===== config.mk =====
export PLATFORM = sky130hd
export DESIGN_NAME = fods_out_fifo
export DESIGN_NICKNAME = d
export VERILOG_FILES = /design/src/fods_pkg.sv /design/src/fods_out_fifo.sv
export SDC_FILE = /design/constraint.sdc
export NUM_CORES = 1
export LEC_CHECK = 0
export ABC_CLOCK_PERIOD_IN_PS = 4100
export BUFFER_PORTS_ARGS = -buffer_cell sky130_fd_sc_hd__buf_2
export CORE_ASPECT_RATIO = 1.75
export CORE_MARGIN = 1
export CORE_UTILIZATION = 48
export DETAILED_ROUTE_END_ITERATION = 6
export PLACE_DENSITY = 0.66
export SETUP_SLACK_MARGIN = 0.05
export SYNTH_ARGS = -nofsm -noshare
export SYNTH_HDL_FRONTEND = slang
export SYNTH_SLANG_ARGS = --single-unit

===== constraint.sdc =====
create_clock -name clk -period 4.1 [get_ports clk]
set_clock_uncertainty 0.2 [all_clocks]
set_input_delay 0.82 -clock clk [delete_from_list [all_inputs] [get_ports clk]]
set_output_delay 0.82 -clock clk [all_outputs]
set_load 0.02 [all_outputs]

===== src/fods_pkg.sv =====
// Shared types and constants of the fourth-order diffusion stencil.
`default_nettype none

package fods_pkg;

  // Field and register widths
  localparam int SAMPLE_W  = 24;
  localparam int GAIN_W    = 16;
  localparam int WIDTH_W   = 10;
  localparam int HEIGHT_W  = 13;
  localparam int PCNT_W    = 13;
  localparam int CFG_W     = 16;
  localparam int CFG_IDX_W = 2;

  // Neighborhood geometry
  localparam int LINES  = 4;
  localparam int WIN    = 5;
  localparam int LINE_W = LINES * SAMPLE_W;

  // Arithmetic widths
  localparam int PART_W = SAMPLE_W + 2;      // sum of four samples
  localparam int SUM_W  = SAMPLE_W + 7;      // full stencil sum
  localparam int PROD_W = SUM_W + GAIN_W + 1;
  localparam int Q_W    = PROD_W - 16;
  localparam int VAL_W  = Q_W + 2;

  localparam logic signed [SAMPLE_W-1:0] SAMPLE_MAX = {1'b0, {(SAMPLE_W-1){1'b1}}};
  localparam logic signed [SAMPLE_W-1:0] SAMPLE_MIN = {1'b1, {(SAMPLE_W-1){1'b0}}};

  // Result queue
  localparam int FIFO_DEPTH = 8;
  localparam int FIFO_AW    = 3;
  localparam int FIFO_CW    = 4;

  // Configuration register indexes
  typedef enum logic [CFG_IDX_W-1:0] {
    REG_GAIN   = 2'd0,
    REG_WIDTH  = 2'd1,
    REG_HEIGHT = 2'd2,
    REG_PLANES = 2'd3
  } fods_reg_t;

  typedef logic signed [SAMPLE_W-1:0] fods_sample_t;

  // Position flags that travel with a word
  typedef struct packed {
    logic interior;
    logic last;
  } fods_side_t;

  // One result word
  typedef struct packed {
    logic signed [SAMPLE_W-1:0] value;
    logic                       volume_end;
  } fods_result_t;

endpackage

`default_nettype wire


===== src/fods_out_fifo.sv =====
// Small result queue that decouples the stencil pipeline from the output side.
`default_nettype none

module fods_out_fifo (
  input  logic                                      clk,
  input  logic                                      rst_n,
  input  logic                                      push,
  input  fods_pkg::fods_result_t                    push_data,
  input  logic                                      pop,
  output logic                                      head_vld,
  output fods_pkg::fods_result_t                    head,
  output logic [fods_pkg::FIFO_CW-1:0]              count
);
  import fods_pkg::*;

  fods_result_t         buf_r [FIFO_DEPTH];
  logic [FIFO_AW-1:0]   wr_ptr_r, rd_ptr_r;
  logic [FIFO_CW-1:0]   cnt_r;

  always_ff @(posedge clk) begin
    if (!rst_n) begin
      wr_ptr_r <= '0;
      rd_ptr_r <= '0;
      cnt_r    <= '0;
    end else begin
      if (push) begin
        wr_ptr_r <= wr_ptr_r + FIFO_AW'(1);
      end
      if (pop) begin
        rd_ptr_r <= rd_ptr_r + FIFO_AW'(1);
      end
      unique case ({push, pop})
        2'b10:   cnt_r <= cnt_r + FIFO_CW'(1);
        2'b01:   cnt_r <= cnt_r - FIFO_CW'(1);
        default: cnt_r <= cnt_r;
      endcase
    end
  end

  // Store the word
  always_ff @(posedge clk) begin
    if (push) begin
      buf_r[wr_ptr_r] <= push_data;
    end
  end

  assign head_vld = (cnt_r != '0);
  assign head     = buf_r[rd_ptr_r];
  assign count    = cnt_r;

endmodule

`default_nettype wire

==> impl_metrics.csv <==
group,metric,value,unit
floorplan,initial_core_util,49.26,%
global_routing,grt_pass1_wl,21.33,mm
clocking,cts_resized,0,
outcome,status,"completed",
detailed_routing,vias,3704,
setup_path,endpoint_kind,"primary output",
synthesis,ys_top_cells_by_area,"edfxtp_1 (72%), mux4_1 (16%), mux2_2 (3.5%)",
synthesis,yosys.area.top_type,"edfxtp_1",
clocking,numCtsBuffers,19,
synthesis,syn_inst,359,
synthesis,ys_warn_count,0,
sta,hold_ws,283.6,ps
worst_hold_path,hp-class,"reg -> reg",
clocking,cts_setup_buffers,0,
sta,tightest_slew,752.1,ps
sta,period_needed,3566,ps
sta,rsz0062_at_grt,"no",
floorplan,die_h,176.5,um
synthesis,synth_seq_cells,213,
clocking,root_buffer,"clkbuf_16",
sta,tns,0,ps
synthesis,synth.top_cell.area_share,71.94,%
clocking,worstSkewPairLatency,470,ps
sta,fin_crit_sh,86.97,%
synthesis,ys_types,26,
detailed_routing,ant_nets,0,
power,p_per_area,479.5,nW/um2
setup_path,crit_arrival,2550,ps
floorplan,dieArea,17940,um2
clocking,cts_tree,"yes",
detailed_routing,drt_iter0_drc,156,
clocking,clk_pin_slew_worst_paths,60,ps
synthesis,synth_area,8348,um2
cells_and_area,layout.cells.most_common_list,"edfxtp_1 (200), buf_2 (58), mux4_1 (50)",
synthesis,synth.avg_cell_area,23.25,um2
global_routing,antenna_found_initial,3,
sta,slew_violations,0,
detailed_routing,wl_per_cell,21.03,um
global_routing,grt_pass1_vias,3897,
synthesis,synthArstFlopShare,0,%
run,cap_violations,0,
detailed_routing,routed_via_density,5.471,
cells_and_area,drive_gt1_share,30.36,%
floorplan,rows,63,
sta,max_slew_margin,49.81,%
sta,finalHoldViolations,0,
placement,place_congestion,0.6924,
power,p_leak,3.235,nW
floorplan,die_x,101.7,um
power,ir_drop,350.1,uV
cells_and_area,final_common_cell,"edfxtp_1",
synthesis,synthSimpleGateAreaFrac,1.963,%
detailed_routing,drc,0,
placement,port_buffers,58,
sta,max_freq,280.4,MHz
synthesis,synth_compound_area_share,0.4197,%
setup_path,worstPathRequired,3080,ps
setup_path,startpoint_type,"flip-flop",
floorplan,core_area,16950,um2
synthesis,synth-edff-count,200,
sta,setup_viol,0,
global_routing,grt_max_degree,26,
global_routing,grt-ovfl-total,0,
synthesis,ys_seq_area_share,75.06,%
synthesis,synth_fa_ha_area_share,0.7494,%
synthesis,synth-xor-area-share,0.7344,%
clocking,clk_path_buf_depth,3,
detailed_routing,wirelength,14.24,mm
clocking,cts_hold_buf,0,
detailed_routing,drtPass1Iterations,4,
synthesis,synth_top_family_by_area,"multiplexers",
setup_path,cp_max_fo,24,
cells_and_area,syn_to_final_growth,14.69,%
floorplan,top_level_ports,59,
synthesis,synth.area.mux_share,19.72,%
synthesis,ys.flop_type,"edfxtp_1",
setup_path,critPathKind,"reg -> out",
global_routing,grt_usage,16.56,%
clocking,cts_max_level,1,
synthesis,synth_nets,393,
placement,hpwl,8.393,mm
cells_and_area,finalNetCount,472,
clocking,cts_sinks,213,
## logic make-up after synthesis
family / after synthesis
mux: 80
compound gates: 5
buf+inv: 18
fa+ha+maj: 5
xor+xnor: 7
simple gates: 31
flops: 213
## through the flow
stage	power, mW	cells	worst slack, ps	cell area, um2	utilization [%]
finish	4.590	677	534.2	9574	56.49
global route	4.734	677	427.5	9574	56.49
CTS	4.632	675	471.8	9569	56.46
detailed placement	2.953	644	960.2	8981	52.99
global placement	2.939	644	1007	8981	52.99
floorplan	2.807	359	810.0	8348	-
## cell type report
type / instances / area (um2)
inverters: 1 / 3.754
well taps: 227 / 284.0
flip-flops and latches: 213 / 6269
clock inverters: 7 / 93.84
fillers: 1259 / 7373
clock buffers: 24 / 494.2
repair buffers: 75 / 430.4
multi-input cells: 128 / 1994
diodes: 2 / 5.005
## metal layers
layer | track usage (%) | vias up | routed length [um]
li1 | - | 1690 | -
met1 | 19.19 | 1911 | 5505
met2 | 30.10 | 76 | 7806
met3 | 2.534 | 25 | 535
met4 | 6.703 | 2 | 378
met5 | 0 | - | 13
## power breakdown
part / total (mW) / switching, mW / leakage, nW / internal (mW)
sequential: 2.48 / 0.0420 / 1.92 / 2.44
combinational: 0.413 / 0.218 / 1.03 / 0.196
clock: 1.69 / 0.712 / 0.282 / 0.982
## synthesized netlist by cell type (5+ instances only)
cell        n
dfxtp_1    13
mux2_2     26
nor2_1      6
buf_1       8
and2_1      6
edfxtp_1  200
nand2_1     6
buf_6       6
ha_1        5
mux4_1     50
## sequential cells by signal, indices dropped and copies added, names as in the netlist, named ones only
signal    flops
rd_ptr_r      3
wr_ptr_r      3
buf_r       200
count         4
## final timing paths
check / startpoint / end / slack [ps] / cells past startpoint
max: flip-flop / head[4] / 530 / 4
min: count[3] / count[3] / 280 / 2
max reg2reg: wr_ptr_r[0] / buf_r[7][7] / 1910 / 3
min reg2reg: count[3] / count[3] / 280 / 2
## worst max-delay path, cell delays in order (launching register included)
cell and delay, ps:
dfxtp_2 760, buf_12 280, mux4_1 580, mux2_2 280, buf_2 160
Power figures use the tool's default switching activity.
