`src/fods_pkg.sv`:
```
// Shared types and constants of the fourth-order diffusion stencil.
`default_nettype none

package fods_pkg;

  // Field and register widths
  localparam int SAMPLE_W  = 24;
  localparam int GAIN_W    = 16;
  localparam int WIDTH_W   = 10;
  localparam int HEIGHT_W  = 13;
  localparam int PCNT_W    = 13;
  localparam int CFG_W     = 16;
  localparam int CFG_IDX_W = 2;

  // Neighborhood geometry
  localparam int LINES  = 4;
  localparam int WIN    = 5;
  localparam int LINE_W = LINES * SAMPLE_W;

  // Arithmetic widths
  localparam int PART_W = SAMPLE_W + 2;      // sum of four samples
  localparam int SUM_W  = SAMPLE_W + 7;      // full stencil sum
  localparam int PROD_W = SUM_W + GAIN_W + 1;
  localparam int Q_W    = PROD_W - 16;
  localparam int VAL_W  = Q_W + 2;

  localparam logic signed [SAMPLE_W-1:0] SAMPLE_MAX = {1'b0, {(SAMPLE_W-1){1'b1}}};
  localparam logic signed [SAMPLE_W-1:0] SAMPLE_MIN = {1'b1, {(SAMPLE_W-1){1'b0}}};

  // Result queue
  localparam int FIFO_DEPTH = 8;
  localparam int FIFO_AW    = 3;
  localparam int FIFO_CW    = 4;

  // Configuration register indexes
  typedef enum logic [CFG_IDX_W-1:0] {
    REG_GAIN   = 2'd0,
    REG_WIDTH  = 2'd1,
    REG_HEIGHT = 2'd2,
    REG_PLANES = 2'd3
  } fods_reg_t;

  typedef logic signed [SAMPLE_W-1:0] fods_sample_t;

  // Position flags that travel with a word
  typedef struct packed {
    logic interior;
    logic last;
  } fods_side_t;

  // One result word
  typedef struct packed {
    logic signed [SAMPLE_W-1:0] value;
    logic                       volume_end;
  } fods_result_t;

endpackage

`default_nettype wire

```
`src/fods_scale.sv`:
```
// Gain multiply, round to nearest, add center and saturate.
`default_nettype none

module fods_scale (
  input  logic                                      clk,
  input  logic                                      rst_n,
  input  logic                                      in_vld,
  input  logic signed [fods_pkg::SUM_W-1:0]         sum_in,
  input  logic signed [fods_pkg::SAMPLE_W-1:0]      ctr_in,
  input  logic                                      last_in,
  input  logic [fods_pkg::GAIN_W-1:0]               gain,
  output logic                                      res_vld,
  output fods_pkg::fods_result_t                    res
);
  import fods_pkg::*;

  logic signed [GAIN_W:0]     gain_s;
  logic signed [PROD_W-1:0]   prod_nxt, prod_r;
  logic signed [SAMPLE_W-1:0] ctr_r;
  logic                       last_r;
  logic                       vld_r;
  logic signed [PROD_W-1:0]   rnd;
  logic signed [Q_W-1:0]      q;
  logic signed [VAL_W-1:0]    v;

  assign gain_s   = {1'b0, gain};
  assign prod_nxt = PROD_W'(sum_in) * PROD_W'(gain_s);

  always_ff @(posedge clk) begin
    if (!rst_n) begin
      vld_r <= 1'b0;
    end else begin
      vld_r <= in_vld;
    end
  end

  always_ff @(posedge clk) begin
    prod_r <= prod_nxt;
    ctr_r  <= ctr_in;
    last_r <= last_in;
  end

  // Round half up, then add to center and clamp to the sample range
  always_comb begin
    rnd = prod_r + PROD_W'(32768);
    q   = rnd[PROD_W-1:16];
    v   = VAL_W'(ctr_r) + VAL_W'(q);
    res.volume_end = last_r;
    priority if (v > VAL_W'(SAMPLE_MAX)) begin
      res.value = SAMPLE_MAX;
    end else if (v < VAL_W'(SAMPLE_MIN)) begin
      res.value = SAMPLE_MIN;
    end else begin
      res.value = v[SAMPLE_W-1:0];
    end
  end

  assign res_vld = vld_r;

endmodule

`default_nettype wire

```
`config.mk`:
```
export PLATFORM = sky130hd
export DESIGN_NAME = fods_scale
export DESIGN_NICKNAME = d
export VERILOG_FILES = /design/src/fods_pkg.sv /design/src/fods_scale.sv
export SDC_FILE = /design/constraint.sdc
export NUM_CORES = 1
export LEC_CHECK = 0
export BUFFER_PORTS_ARGS = -buffer_cell sky130_fd_sc_hd__buf_4
export CAP_MARGIN = 20
export CELL_PAD_IN_SITES_DETAIL_PLACEMENT = 0
export CELL_PAD_IN_SITES_GLOBAL_PLACEMENT = 1
export CORE_UTILIZATION = 40
export CTS_BUF_LIST = sky130_fd_sc_hd__clkbuf_4 sky130_fd_sc_hd__clkbuf_8 sky130_fd_sc_hd__clkbuf_16
export DETAILED_ROUTE_END_ITERATION = 10
export PLACE_DENSITY = 0.72
export SETUP_SLACK_MARGIN = 0.05
export SLEW_MARGIN = 15
export SYNTH_ARGS = -nofsm -noshare
export SYNTH_HDL_FRONTEND = slang
export SYNTH_SLANG_ARGS = --single-unit
```
`constraint.sdc`:
```
create_clock -name clk -period 11.5 [get_ports clk]
set_input_delay 0.575 -clock clk [delete_from_list [all_inputs] [get_ports clk]]
set_output_delay 0.575 -clock clk [all_outputs]
set_load 0.02 [all_outputs]
```
==> reports/summary.txt <==
IO buf count - 100
Worst Setup End Kind - register
Slew Limit Fails - 0
YS warnings - 0
Post-CTS Hold Buffers - 0
Post-DP HPWL - 42.5 mm
Worst Setup Path Type - in -> reg
element type at the critical path start - input pin
Synth area leaders - fa_1 (47%), inv_1 (10%), ha_1 (9.0%)
CTS buffer count - 9
setup_tns - 0 ns
Final period util - 61.2%
worst slew pin tran - 1.05 ns
final setup vio count - 0
Crit Path Max Fanout - 31
DR iter-0 viols - 881
Final Hold Fails - 0
Post-synth EDFFs - 0
clk buf depth - 2
syn avg cell area - 8.85 um^2
hold path depth - 1
RSZ-0062 raised after global routing - false
Final Instance Area - 0.0220 mm^2
fmax - 0.142 GHz
asr flop ratio synth - 0%
final core occ - 43.8%
post-synthesis sequential area ratio - 5.80%
CTS tree - yes
Initial Util - 40.6%
commonest cells after routing, fill and taps aside - inv_1 (553), fa_1 (474), nand2_1 (316)
post-synth top area cell - fa_1
Synth Instances - 2302
Hold EP - ctr_r[13]
status - finished, final reports clean
wire per inst - 17.8 um
nets - 3018
DP Area - 0.0216 mm^2
vias in the first global route - 16800
Post-CTS Resized - 0
Die Footprint - 0.0519 mm^2
CP required - 11.71 ns
vias - 15100
clock-pin slew on the worst setup and hold paths - 0.06 ns
Die X - 228 um
Antenna Nets Post-Route - 0
I/O pins - 101
cell area after synthesis - 0.0204 mm^2
Die Height - 228 um
GR Overflow Total - 0
Layout area overhead - 7.75%
Synth top area share - 46.6%
drt drc - 0
Critical Path AT - 7.25 ns
relative slew slack - 28.9%
Synth Net Count - 2997
commonest non-fill, non-tap cell in the layout - inv_1
max cap viols - 0
CTS H-tree depth - 3
final wirelength - 53.4 mm
Via density - 5.02
largest net degree at the start of global routing - 32
clk sinks - 59
Routability Congestion - 0.836
CTS root buf - clkbuf_16
Tmin final - 7.04 ns
worst min-delay path startpoint - ctr_in[13]
Hold WC Path Type - in -> reg
total core area - 0.0502 mm^2
GRT Overall Usage - 21.6%
initial antenna violation count - 1
Rows - 82
Synth Flop Type - dfxtp_1
share of post-route cells with drive strength above 1 - 5.33%
first-pass GRT wire length - 89.2 mm
Hold Slack - 0.339 ns
Post-CTS Setup Bufs - 0
Synth Register Bits - 59
Synth cell types - 53
Pre-Repair DR Iteration Count - 8
==> synth_stat cells (16+ instances only) <==
| cell type | n |
|---|---|
| and2_1 | 222 |
| a21o_1 | 24 |
| nand3_1 | 28 |
| inv_1 | 553 |
| fa_1 | 474 |
| and3_1 | 16 |
| dfxtp_1 | 59 |
| nand2_1 | 316 |
| a21oi_1 | 57 |
| o21ai_0 | 37 |
| nor2_1 | 49 |
| nand4_1 | 20 |
| xor2_1 | 37 |
| clkbuf_1 | 82 |
| ha_1 | 146 |
| xnor2_1 | 56 |
==> metrics by stage <==
stage | std cells | setup WS [ns]
global route | 3001 | 4.17
CTS | 3000 | 4.40
finish | 3001 | 4.46
global placement | 2984 | 4.12
floorplan | 2302 | 5.24
detailed placement | 2984 | 4.04
==> cells by family (layout without fill, tap and decap cells) <==
logic type               after synthesis  in the layout  synth area share [%]
AND/OR/NAND/NOR                      688            688                  16.4
buffers and inverters                643            669                  12.0
adder cells (fa/ha/maj)              620            620                  55.5
AO/OA/AOI/OAI                        199            199                  6.31
XOR/XNOR                              93             93                  4.00
flip-flops                            59             59                  5.80
other                                  0              1                     0
==> layout make-up <==
type | count | area (um^2)
fillers | 4963 | 28200
inverters | 553 | 2080
flip-flops and latches | 59 | 1180
well taps | 672 | 841
repair buffers | 100 | 751
diodes | 1 | 2.50
clock buffers | 13 | 280
clock inverters | 3 | 67.6
multi-input cells | 1600 | 16800
==> registers in the layout (all words and copies together) (netlist names) <==
name,flops
last_r,1
res_vld,1
prod_r,33
ctr_r,24
==> layer usage <==
layer	up-vias	GRT usage (%)	part of all wire [%]
met5	-	0	0
met4	0	4.22	1.4
met2	390	36.5	47
li1	6860	-	-
met1	7763	30.1	47
met3	61	2.15	4.7
==> critical path: stages <==
cell	delay (ns)
buf_4	0.24
and2_1	0.24
fa_1	0.54
inv_1	0.06
fa_1	0.50
fa_1	0.52
inv_1	0.05
fa_1	0.49
fa_1	0.49
inv_1	0.05
fa_1	0.48
inv_1	0.04
ha_1	0.30
nand3_1	0.10
nor2_1	0.06
a221o_1	0.38
nor4b_1	0.89
o21ai_1	0.40
nand3_1	0.19
o22ai_1	0.16
o41a_1	0.35
xnor2_1	0.13
==> how the worst max path moves through the flow <==
stage,start,end,slack [ns],cells past startpoint
6_report,gain[2],prod_r[47],4.46,22
5_1_grt,gain[2],prod_r[37],4.17,22
4_1_cts,gain[2],prod_r[47],4.40,22
3_5_place_dp,gain[2],prod_r[47],4.04,22
3_3_place_gp,gain[2],prod_r[47],4.12,22
2_1_floorplan,gain[2],prod_r[34],5.24,19
Power is left out: the tool's default activity adds up to more than one toggle a clock period on the data nets, which glitch-free logic cannot reach.
