[src/fods_pkg.sv]
// Shared types and constants of the fourth-order diffusion stencil.
`default_nettype none

package fods_pkg;

  // Field and register widths
  localparam int SAMPLE_W  = 24;
  localparam int GAIN_W    = 16;
  localparam int WIDTH_W   = 10;
  localparam int HEIGHT_W  = 13;
  localparam int PCNT_W    = 13;
  localparam int CFG_W     = 16;
  localparam int CFG_IDX_W = 2;

  // Neighborhood geometry
  localparam int LINES  = 4;
  localparam int WIN    = 5;
  localparam int LINE_W = LINES * SAMPLE_W;

  // Arithmetic widths
  localparam int PART_W = SAMPLE_W + 2;      // sum of four samples
  localparam int SUM_W  = SAMPLE_W + 7;      // full stencil sum
  localparam int PROD_W = SUM_W + GAIN_W + 1;
  localparam int Q_W    = PROD_W - 16;
  localparam int VAL_W  = Q_W + 2;

  localparam logic signed [SAMPLE_W-1:0] SAMPLE_MAX = {1'b0, {(SAMPLE_W-1){1'b1}}};
  localparam logic signed [SAMPLE_W-1:0] SAMPLE_MIN = {1'b1, {(SAMPLE_W-1){1'b0}}};

  // Result queue
  localparam int FIFO_DEPTH = 8;
  localparam int FIFO_AW    = 3;
  localparam int FIFO_CW    = 4;

  // Configuration register indexes
  typedef enum logic [CFG_IDX_W-1:0] {
    REG_GAIN   = 2'd0,
    REG_WIDTH  = 2'd1,
    REG_HEIGHT = 2'd2,
    REG_PLANES = 2'd3
  } fods_reg_t;

  typedef logic signed [SAMPLE_W-1:0] fods_sample_t;

  // Position flags that travel with a word
  typedef struct packed {
    logic interior;
    logic last;
  } fods_side_t;

  // One result word
  typedef struct packed {
    logic signed [SAMPLE_W-1:0] value;
    logic                       volume_end;
  } fods_result_t;

endpackage

`default_nettype wire

[src/fods_window.sv]
// 5x5 window registers and the two-stage stencil sum.
`default_nettype none

module fods_window (
  input  logic                                      clk,
  input  logic                                      rst_n,
  input  logic                                      shift_en,
  input  logic signed [fods_pkg::SAMPLE_W-1:0]      col_in [fods_pkg::WIN],
  input  fods_pkg::fods_side_t                      side_in,
  output logic                                      sum_valid,
  output logic signed [fods_pkg::SUM_W-1:0]         sum_out,
  output logic signed [fods_pkg::SAMPLE_W-1:0]      ctr_out,
  output logic                                      last_out,
  output logic [1:0]                                busy
);
  import fods_pkg::*;

  fods_sample_t win_r [WIN][WIN];
  logic         v2_r, l2_r;
  logic         v3_r, l3_r;
  logic         v4_r, l4_r;

  logic signed [PART_W-1:0]   nb_nxt, dg_nxt, far_nxt;
  logic signed [PART_W-1:0]   nb_r, dg_r, far_r;
  logic signed [SAMPLE_W-1:0] ctr3_r, ctr4_r;
  logic signed [SUM_W-1:0]    sum_nxt, sum_r;

  // Shift the window left and load the new column on the right
  always_ff @(posedge clk) begin
    if (shift_en) begin
      for (int k = 0; k < WIN; k++) begin
        for (int j = 0; j < WIN-1; j++) begin
          win_r[k][j] <= win_r[k][j+1];
        end
        win_r[k][WIN-1] <= col_in[k];
      end
    end
  end

  // Group sums: edge neighbors, diagonals, distance-two points
  always_comb begin
    nb_nxt  = PART_W'(win_r[1][2]) + PART_W'(win_r[3][2])
            + PART_W'(win_r[2][1]) + PART_W'(win_r[2][3]);
    dg_nxt  = PART_W'(win_r[1][1]) + PART_W'(win_r[1][3])
            + PART_W'(win_r[3][1]) + PART_W'(win_r[3][3]);
    far_nxt = PART_W'(win_r[0][2]) + PART_W'(win_r[4][2])
            + PART_W'(win_r[2][0]) + PART_W'(win_r[2][4]);
  end

  // Weighted combination: 8*nb - 2*dg - far - 20*ctr
  always_comb begin
    sum_nxt = (SUM_W'(nb_r) <<< 3) - (SUM_W'(dg_r) <<< 1) - SUM_W'(far_r)
            - (SUM_W'(ctr3_r) <<< 4) - (SUM_W'(ctr3_r) <<< 2);
  end

  always_ff @(posedge clk) begin
    if (!rst_n) begin
      v2_r <= 1'b0;
      v3_r <= 1'b0;
      v4_r <= 1'b0;
    end else begin
      v2_r <= shift_en && side_in.interior;
      v3_r <= v2_r;
      v4_r <= v3_r;
    end
  end

  always_ff @(posedge clk) begin
    l2_r   <= side_in.last;
    nb_r   <= nb_nxt;
    dg_r   <= dg_nxt;
    far_r  <= far_nxt;
    ctr3_r <= win_r[2][2];
    l3_r   <= l2_r;
    sum_r  <= sum_nxt;
    ctr4_r <= ctr3_r;
    l4_r   <= l3_r;
  end

  assign sum_valid = v4_r;
  assign sum_out   = sum_r;
  assign ctr_out   = ctr4_r;
  assign last_out  = l4_r;
  assign busy      = {v2_r, v3_r};

endmodule

`default_nettype wire

[config.mk]
export PLATFORM = sky130hd
export DESIGN_NAME = fods_window
export DESIGN_NICKNAME = d
export VERILOG_FILES = /design/src/fods_pkg.sv /design/src/fods_window.sv
export SDC_FILE = /design/constraint.sdc
export NUM_CORES = 1
export LEC_CHECK = 0
export ABC_AREA = 1
export BUFFER_PORTS_ARGS = -buffer_cell sky130_fd_sc_hd__clkbuf_2
export CAP_MARGIN = 5
export CORE_ASPECT_RATIO = 1.1
export CORE_MARGIN = 2
export CORE_UTILIZATION = 33
export CTS_CLUSTER_SIZE = 20
export DETAILED_ROUTE_END_ITERATION = 6
export SETUP_SLACK_MARGIN = 0.3
export SLEW_MARGIN = 25
export SYNTH_ARGS = -nofsm -noshare
export SYNTH_HDL_FRONTEND = slang
export SYNTH_SLANG_ARGS = --single-unit
[constraint.sdc]
create_clock -name clk -period 3.2 [get_ports clk]
set_input_delay 0.32 -clock clk [delete_from_list [all_inputs] [get_ports clk]]
set_output_delay 0.32 -clock clk [all_outputs]
set_load 0.005 [all_outputs]
==> metrics.txt <==
CTS tree yes; Worst-path clk slew 0.06 ns; CTS root buffer clkbuf_16; largest net degree at the start of global routing 85; Rows 116; reg-to-reg startpoint ctr3_r[2]; RSZ-0062 raised after global routing yes; clock sinks 619; Starting Density 0.332; final core occ 0.438; Syn Inst Count 2634; Syn Nets 3093; Avg Inst Size Synth 11.4 um2; die width 292 um; final global-route overflow total 0; hold wc startpoint shift_en; CP arrival 3.72 ns; Setup violations, final 0; CP Launch Point ctr3_r[2]; vias in the first global route 19800; worst-path fanout max 4; filler cell count 8323; WL final 73000 um; total CTS buffers 70; Slew @ Worst Pin 0.769 ns; worst hold margin 0.262 ns; final RePlAce weighted congestion 0.915; Design Area, Final 39700 um2; Crit Path Class register to register; post-synthesis cell area 30100 um2; Setup crit start kind register; number of DRC markers in iteration 0 1222; min cycle time layout 3.19 ns; sequential share of the synthesized area 0.563; Die Span Y 321 um; core area 90700 um2; Placed Area 33600 um2; clock buffer depth 3; die area 93600 um2; initial antenna violation count 3; top-area cell type share of the netlist area 0.455; first-pass GRT wire length 110000 um; Synth area leaders edfxtp_1 (46%), fa_1 (15%), dfxtp_1 (11%); Final Net Count 3607; max frequency 0.314 GHz; YS warnings 0; Rel. slew slack 0.488; Hold Violations, Final 0; IO Count 184; Setup Skew 0.0320 ns; period utilization 0.996; DRC violations left 0; WP data required 3.74 ns; Synth area leader edfxtp_1; H-tree depth 3; max cap viols 0; area delta synth->final 31.9%; Slew Viols, Final 0; share of post-route cells with drive strength above 1 0.291; port bufs 183; Post-DRT Antenna Nets 0; ANT cells 0; vias post-DR 19000; DRT Pass-1 Iters 5; Unique masters post-synth 30; status completed; min-delay worst type input port to register; Final Non-Filler Cells 4384; DP Cell Count 4079; dpl hpwl 55900 um; Via density 4.33; #FFs+latches synth 619; clk_lat worst skew 0.63 ns; Worst setup EP type register; routed wire length per instance 16.7 um; GR Util All Layers 0.156
==> per-layer routing <==
metal | vias to the layer above | global-route usage | wire length [um]
met5 | - | 0 | 8
met4 | 2 | 0.0552 | 2120
met3 | 121 | 0.0261 | 3020
met2 | 346 | 0.277 | 36900
met1 | 9234 | 0.191 | 31000
li1 | 9259 | - | -
==> layout by cell type, fill, tap and decap left out, types with 25 or more instances in the layout <==
cell type / instances
ha_4: 70
buf_6: 26
ha_1: 25
nor2_2: 27
edfxtp_1: 456
dlygate4sd3_1: 123
nand3_1: 53
nor2_1: 60
nand2_4: 52
nand3_2: 25
nand2_1: 433
inv_2: 55
fa_1: 213
clkbuf_16: 73
a21oi_1: 60
nor2_4: 32
dfxtp_1: 138
nand4_1: 26
inv_1: 574
a21oi_2: 25
buf_4: 105
clkbuf_2: 182
xor2_1: 30
nand2_2: 119
==> sequential cells by signal, summed over array words and instances (netlist names) <==
signal     flops
dg_r          26
ctr3_r        24
sum_out       31
l2_r           1
ctr_out       24
sum_valid      1
win_r        456
v2_r           1
v3_r           1
far_r         26
nb_r          26
l3_r           1
last_out       1
==> what timing repair did <==
item | in CTS | in global routing
endpoints found under the hold margin | 124 | 0
buffers inserted | 27 | 27
setup endpoints to repair | 64 | 83
hold buffers | 123 | 0
pin swaps | 70 | 131
gates resized for setup | 236 | 332
==> layout make-up <==
type                       instances  area [um2]  area share
clock buffer                      83        1900      0.0480
clock inverter                    45         434      0.0109
inverter                         631        2370      0.0598
multi-input combinational       1382       13100       0.331
sequential                       619       17000       0.428
tap                             1180        1480      0.0372
timing repair buffer             444        3380      0.0851
==> metrics by stage <==
| step | TNS, ns | setup WS, ns |
|---|---|---|
| after floorplan | 0 | 0.300 |
| after global placement | -1.07 | -0.184 |
| after detailed placement | -1.36 | -0.220 |
| after CTS | 0 | 0.0468 |
| after global routing | -0.946 | -0.0964 |
| final | 0 | 0.0134 |
==> critical path: stages, from the launching register on <==
cell and delay, ns:
dfxtp_2 0.34, inv_2 0.04, fa_1 0.54, inv_2 0.04, fa_1 0.47, fa_1 0.56
inv_2 0.04, ha_4 0.32, nand2_4 0.06, nand2_4 0.08, nand2_2 0.06, nand2_2 0.09
inv_2 0.05, nand2_4 0.09, nand3_2 0.08, nand2_2 0.08, xor2_2 0.17
==> logic make-up (layout without fill, tap and decap cells) <==
group,Yosys count,count (layout),share of synthesized area
fa+ha+maj,334,334,0.195
xor+xnor,59,59,0.0172
simple gates,865,865,0.123
compound gates,124,124,0.0222
flops,619,619,0.563
buf+inv,633,1203,0.0792
==> synthesized netlist by cell type, drive strengths merged <==
library cell and number:
o21ai 20, xor2 42, inv 631, and3 1, nand3 97, ha 110, nor4 6, a21o 6
o21bai 10, nor3 7, buf 2, edfxtp 456, nand2 604, xnor2 17, fa 224, nand4 27
and2 3, a21oi 88, nor2 119, dfxtp 163, nand3b 1
==> final timing paths <==
path	to	slack, ns	cells after the start
max reg2reg	sum_out[17]	0.01	16
min	win_r[4][7]	0.26	1
min reg2reg	l3_r	0.32	0
max	sum_out[17]	0.01	16
Power is left out: the tool's default activity adds up to more than one toggle a clock period on the data nets, which glitch-free logic cannot reach.
